--- src/rtl/fmhu_ram.sv ---
// generic single-clock ram, one write port, one registered read port
module fmhu_ram #(
  parameter int  WIDTH = 32,
  parameter int  DEPTH = 2,
  localparam int AW    = $clog2(DEPTH)
) (
  input  logic             clk,
  input  logic             we,
  input  logic [AW-1:0]    waddr,
  input  logic [WIDTH-1:0] wdata,
  input  logic [AW-1:0]    raddr,
  output logic [WIDTH-1:0] rdata
);

  logic [WIDTH-1:0] mem [DEPTH];

  always_ff @(posedge clk) begin
    if (we) begin
      mem[waddr] <= wdata;
    end
    rdata <= mem[raddr];
  end

endmodule

--- config.mk ---
export PLATFORM = sky130hd
export DESIGN_NAME = fmhu_ram
export DESIGN_NICKNAME = d
export VERILOG_FILES = /design/src/rtl/fmhu_ram.sv
export SDC_FILE = /design/constraint.sdc
export NUM_CORES = 1
export LEC_CHECK = 0
export BUFFER_PORTS_ARGS = -buffer_cell sky130_fd_sc_hd__clkbuf_2
export CAP_MARGIN = 20
export CORE_MARGIN = 2
export CORE_UTILIZATION = 50
export CTS_CLUSTER_DIAMETER = 30
export DETAILED_ROUTE_END_ITERATION = 10
export PLACE_DENSITY_LB_ADDON = 0.15
export SYNTH_ARGS = -nofsm -noshare
export SYNTH_HDL_FRONTEND = slang
export SYNTH_SLANG_ARGS = --single-unit
--- constraint.sdc ---
create_clock -name clk -period 4 [get_ports clk]
set_input_delay 0.8 -clock clk [delete_from_list [all_inputs] [get_ports clk]]
set_output_delay 0.8 -clock clk [all_outputs]
set_load 0.02 [all_outputs]
Yosys cells after proc, flatten, opt, wreduce, memory -nomap -nowiden

Memory sizes are Yosys's and may differ from the RTL's. A register that Yosys moved wholly into a read port is not among the register bits.
Cells that the tools add are included.

Register bits: 0
Bits in latches: 0
Bits in writable memories: 64
Bits in read-only memories: 0
Bits of input ports: 36
Output and inout bits: 32
Word-level logic and storage cells: 3
Memories: 1

Add/subtract/negate cells: 0
Multipliers: 0
Div/mod/pow operators: 0
Order comparisons: 0
Equal/unequal tests: 0
Shifts and indexed selects: 0
Mux-type cells: 2
Bitwise logic cells: 0
Reduce and logical (&&, ||, !) cells: 0

Memories:

| name | depth | width | read ports | clocked after memory_dff | wr ports | RTL line | RTL |
|---|---|---|---|---|---|---|---|
| mem  | 2     | 32    | 1          | 1                        | 1        | 15       | `logic [WIDTH-1:0] mem [DEPTH];` |

Operator list:

| cell    | number |
|---|---|
| $mux W1 | 2 |

Logic depth before layout (Yosys ltp)

Depth after elaboration: 2
Gate-level depth with buffers: 3
Depth with buffers taken out: 1

Least setup slack after synthesis

No wires, ideal clock.

Path type: input port to flip-flop
Start: input waddr
End: memory mem[0][0], enable pin
Library setup time: 425 ps
Arrival time: 2252 ps
Data required time: 3575 ps
Path slack: 1322 ps
Cell stages on the path: 1
Buffers on the path: 0
Cells stage by stage: nor2b_1

RTL lines:

| element            | RTL line | RTL |
|---|---|---|
| start: declaration | 9        | `input logic [AW-1:0] waddr,` |
| end: declaration   | 15       |  |

No word-level cell before the write port.

Worst setup path in the final report

Start: input we
End: memory mem[0][7], enable pin

Word-level cells in the longest chain between the ends: 2

Ends and longest elaborated chain:

| element                       | RTL line | RTL |
|---|---|---|
| start: declaration            | 8        | `input logic we,` |
| $mux W1                       | 18       | `if (we) begin` |
| $mux W1 (not written as such) | 19       | `mem[waddr] <= wdata;` |

Every way passes these cells.

==> impl_metrics.csv <==
group,metric,value,unit
status,outcome,"complete, no violations",
timing,slew_violations,0,
power,p_leak,1.54,nW
global_route,grt_use_met3,0.0388,
route,route.detailed.drc,0,
cts,numCtsBuffers,9,
synthesis,ys_seq_elements,96,
synthesis,syn_area_per_cell,23.3,µm²
flow_run,cap_violations,0,
placement,gp_congestion,0.654,
synthesis,netlist_area,3120,µm²
synthesis,yosys.area_share.simple,0.00401,
setup_path,r2r_slack,3.24,ns
timing,slew_headroom,0.399,
timing,finClkSkew,0.00539,ns
setup_path,path_cells,"clkbuf_2 -> nor2b_4",
setup_path,rr_startpoint,"mem[0][13]",
timing,final.setup.worst_slack,2.33,ns
global_route,met1_usage,0.135,
route,wirelength,4230,µm
global_route,grt_antenna_before_repair,0,
cells_and_area,multi_input_area,494,µm²
floorplanning,num_rows,28,
setup_path,critical-path-max-stage-delay,0.73,ns
timing,fin_crit_sh,0.417,
cells_and_area,n_fill_cell,436,
synthesis,syn-num-nets,170,
cts,cts_tree,"built",
global_route,grt-ovfl-total,0,
timing,finalHoldViolCount,0,
cells_and_area,fin_util,0.626,
worst_hold_path,hold_path_class,"reg2reg",
setup_path,critPathMaxFanout,32,
timing,tightest_slew,0.899,ns
placement,pre_cts_slack,1.78,ns
power,vdd.ir_drop.worst,0.263,mV
cts,htreeDepth,3,
floorplanning,fp.dieW,83.0,µm
global_route,first_global_vias,1472,
cts,cts_root_buf,"clkbuf_8",
floorplanning,die_h,83.0,µm
cts,clock-sinks,96,
setup_path,critPathArrivalTime,1.63,ns
setup_path,timing.rr.end,"rdata[13]",
setup_path,required,3.96,ns
route,routedWlPerCell,14.6,µm
synthesis,synth_cell_types,8,
synthesis,synthXorXnorAreaFrac,0,
synthesis,synth.top_cells.by_area,"edfxtp_1 (62%), dfxtp_1 (21%), mux2_4 (14%)",
setup_path,critPathKind,"in2reg",
cts,post_cts_resized,0,
timing,timing.setup.tns,0,ns
global_route,grtUsageMet2,0.219,
route,antenna_left,0,
floorplanning,io_pins,68,
power,report.power.total,2.05,mW
timing,min_period,1.67,ns
cells_and_area,num-nets-final,245,
global_route,grt_max_degree,33,
setup_path,cp-start-kind,"input pin",
floorplanning,initial_core_util,0.521,
global_route,track_usage,0.126,
placement,io_buffers,67,
route,first_pass_iters,3,
cells_and_area,drive_above_1_share,0.547,
route,via_count,1351,
setup_path,cpLargestDelayFamily,"simple AND/OR/NAND/NOR gates",
global_route,busiest_layer,"met2",
setup_path,critPathSlowestCell,"nor2b_4",
cts,cts_hold_buf,0,
setup_path,crit_start,"we",
synthesis,syn_inst,134,
timing,setup_viol,0,
synthesis,yosysWarnings,0,
timing,rsz0062_at_grt,"false",
synthesis,synth_top_area_share,0.616,
synthesis,synth-seq-area-share,0.822,
timing,fmax,0.600,GHz
cts,insertion_delay,0.34,ns
cts,cts_buffer_depth,2,
setup_path,end_kind,"register",
route,first_iter_violations,80,
setup_path,setup.worst_path.end,"mem[0][7]",
synthesis,synth_top_area_cell,"edfxtp_1",
cells_and_area,seqCellArea,2560,µm²
cells_and_area,syn_to_final_growth,20.2,%
global_route,grt_pass1_wl,6500,µm
setup_path,ff2ff_path_depth,1,
setup_path,cp.depth,2,
synthesis,post_synth_fa_ha_maj_area_fraction,0,
synthesis,synthMuxAreaShare,0.152,
floorplanning,coreArea,5990,µm²
cts,clk_pin_slew_worst_paths,0.08,ns
floorplanning,dieArea,6890,µm²
cts,post_cts_buffers,0,
route,avgViaCountPerCell,4.67,
power,p_per_area,546,nW/µm²
synthesis,synth_compound_area_frac,0,
setup_path,worst-path-buf-inv,1,
cells_and_area,antennaDiodeCount,0,
synthesis,synth_top_family_by_area,"multiplexers",
[layout make-up]
| type | count | share of cell area |
|---|---|---|
| repair buffers | 68 | 0.0948 |
| clock buffers | 10 | 0.0367 |
| well taps | 75 | 0.0250 |
| multi-input cells | 34 | 0.132 |
| clock inverters | 6 | 0.0284 |
| flip-flops and latches | 96 | 0.683 |
[per-stage QoR]
step / cell area (µm²) / hold WS, ns / cells
after floorplan: 3120 / 0.448 / 134
after global placement: 3490 / 0.452 / 272
after detailed placement: 3490 / 0.459 / 272
after CTS: 3730 / 0.478 / 288
after global routing: 3750 / 0.486 / 289
final: 3750 / 0.474 / 289
[logic make-up after synthesis]
group / after synthesis
flops: 96
simple gates: 2
buf+inv: 4
mux: 32
[report_power, final]
part / internal, mW / switching (mW)
combinational: 0.0759 / 0.0846
sequential: 1.14 / 0.0196
clock: 0.429 / 0.303
total: 1.64 / 0.407
[cells in the final DEF (no fill, tap or decap)]
master      Yosys  final
and2_2          0      1
clkinv_2        0      1
clkbuf_8        0     10
clkbuf_2        0     67
dfxtp_1        32     32
clkinvlp_4      0      1
mux2_2          2      2
bufinv_16       0      3
buf_12          3      1
mux2_4         30     30
clkinv_1        0      1
nor2b_4         0      1
edfxtp_1       64     64
[cells in the mapped netlist]
master,number
mux2_4,30
edfxtp_1,64
nor2b_1,1
buf_6,1
dfxtp_1,32
buf_12,3
and2_1,1
mux2_2,2
[how the worst min path moves through the flow]
stage,from,endpoint,depth (start not counted)
floorplan,mem[1][29],rdata[29],1
global placement,mem[1][30],rdata[30],1
detailed placement,mem[0][6],rdata[6],1
CTS,mem[0][9],rdata[9],1
global route,mem[1][21],rdata[21],1
finish,mem[0][9],rdata[9],1
[flip-flops by register name, indices dropped and copies added, names as in the netlist]
signal and count:
mem 64, rdata 32
[metal layers]
| layer | up-vias | wire (µm) |
|---|---|---|
| met5 | - | 0 |
| met4 | 0 | 72 |
| met3 | 8 | 242 |
| met2 | 43 | 2290 |
| met1 | 649 | 1630 |
| li1 | 651 | - |
Power figures use the tool's default switching activity.
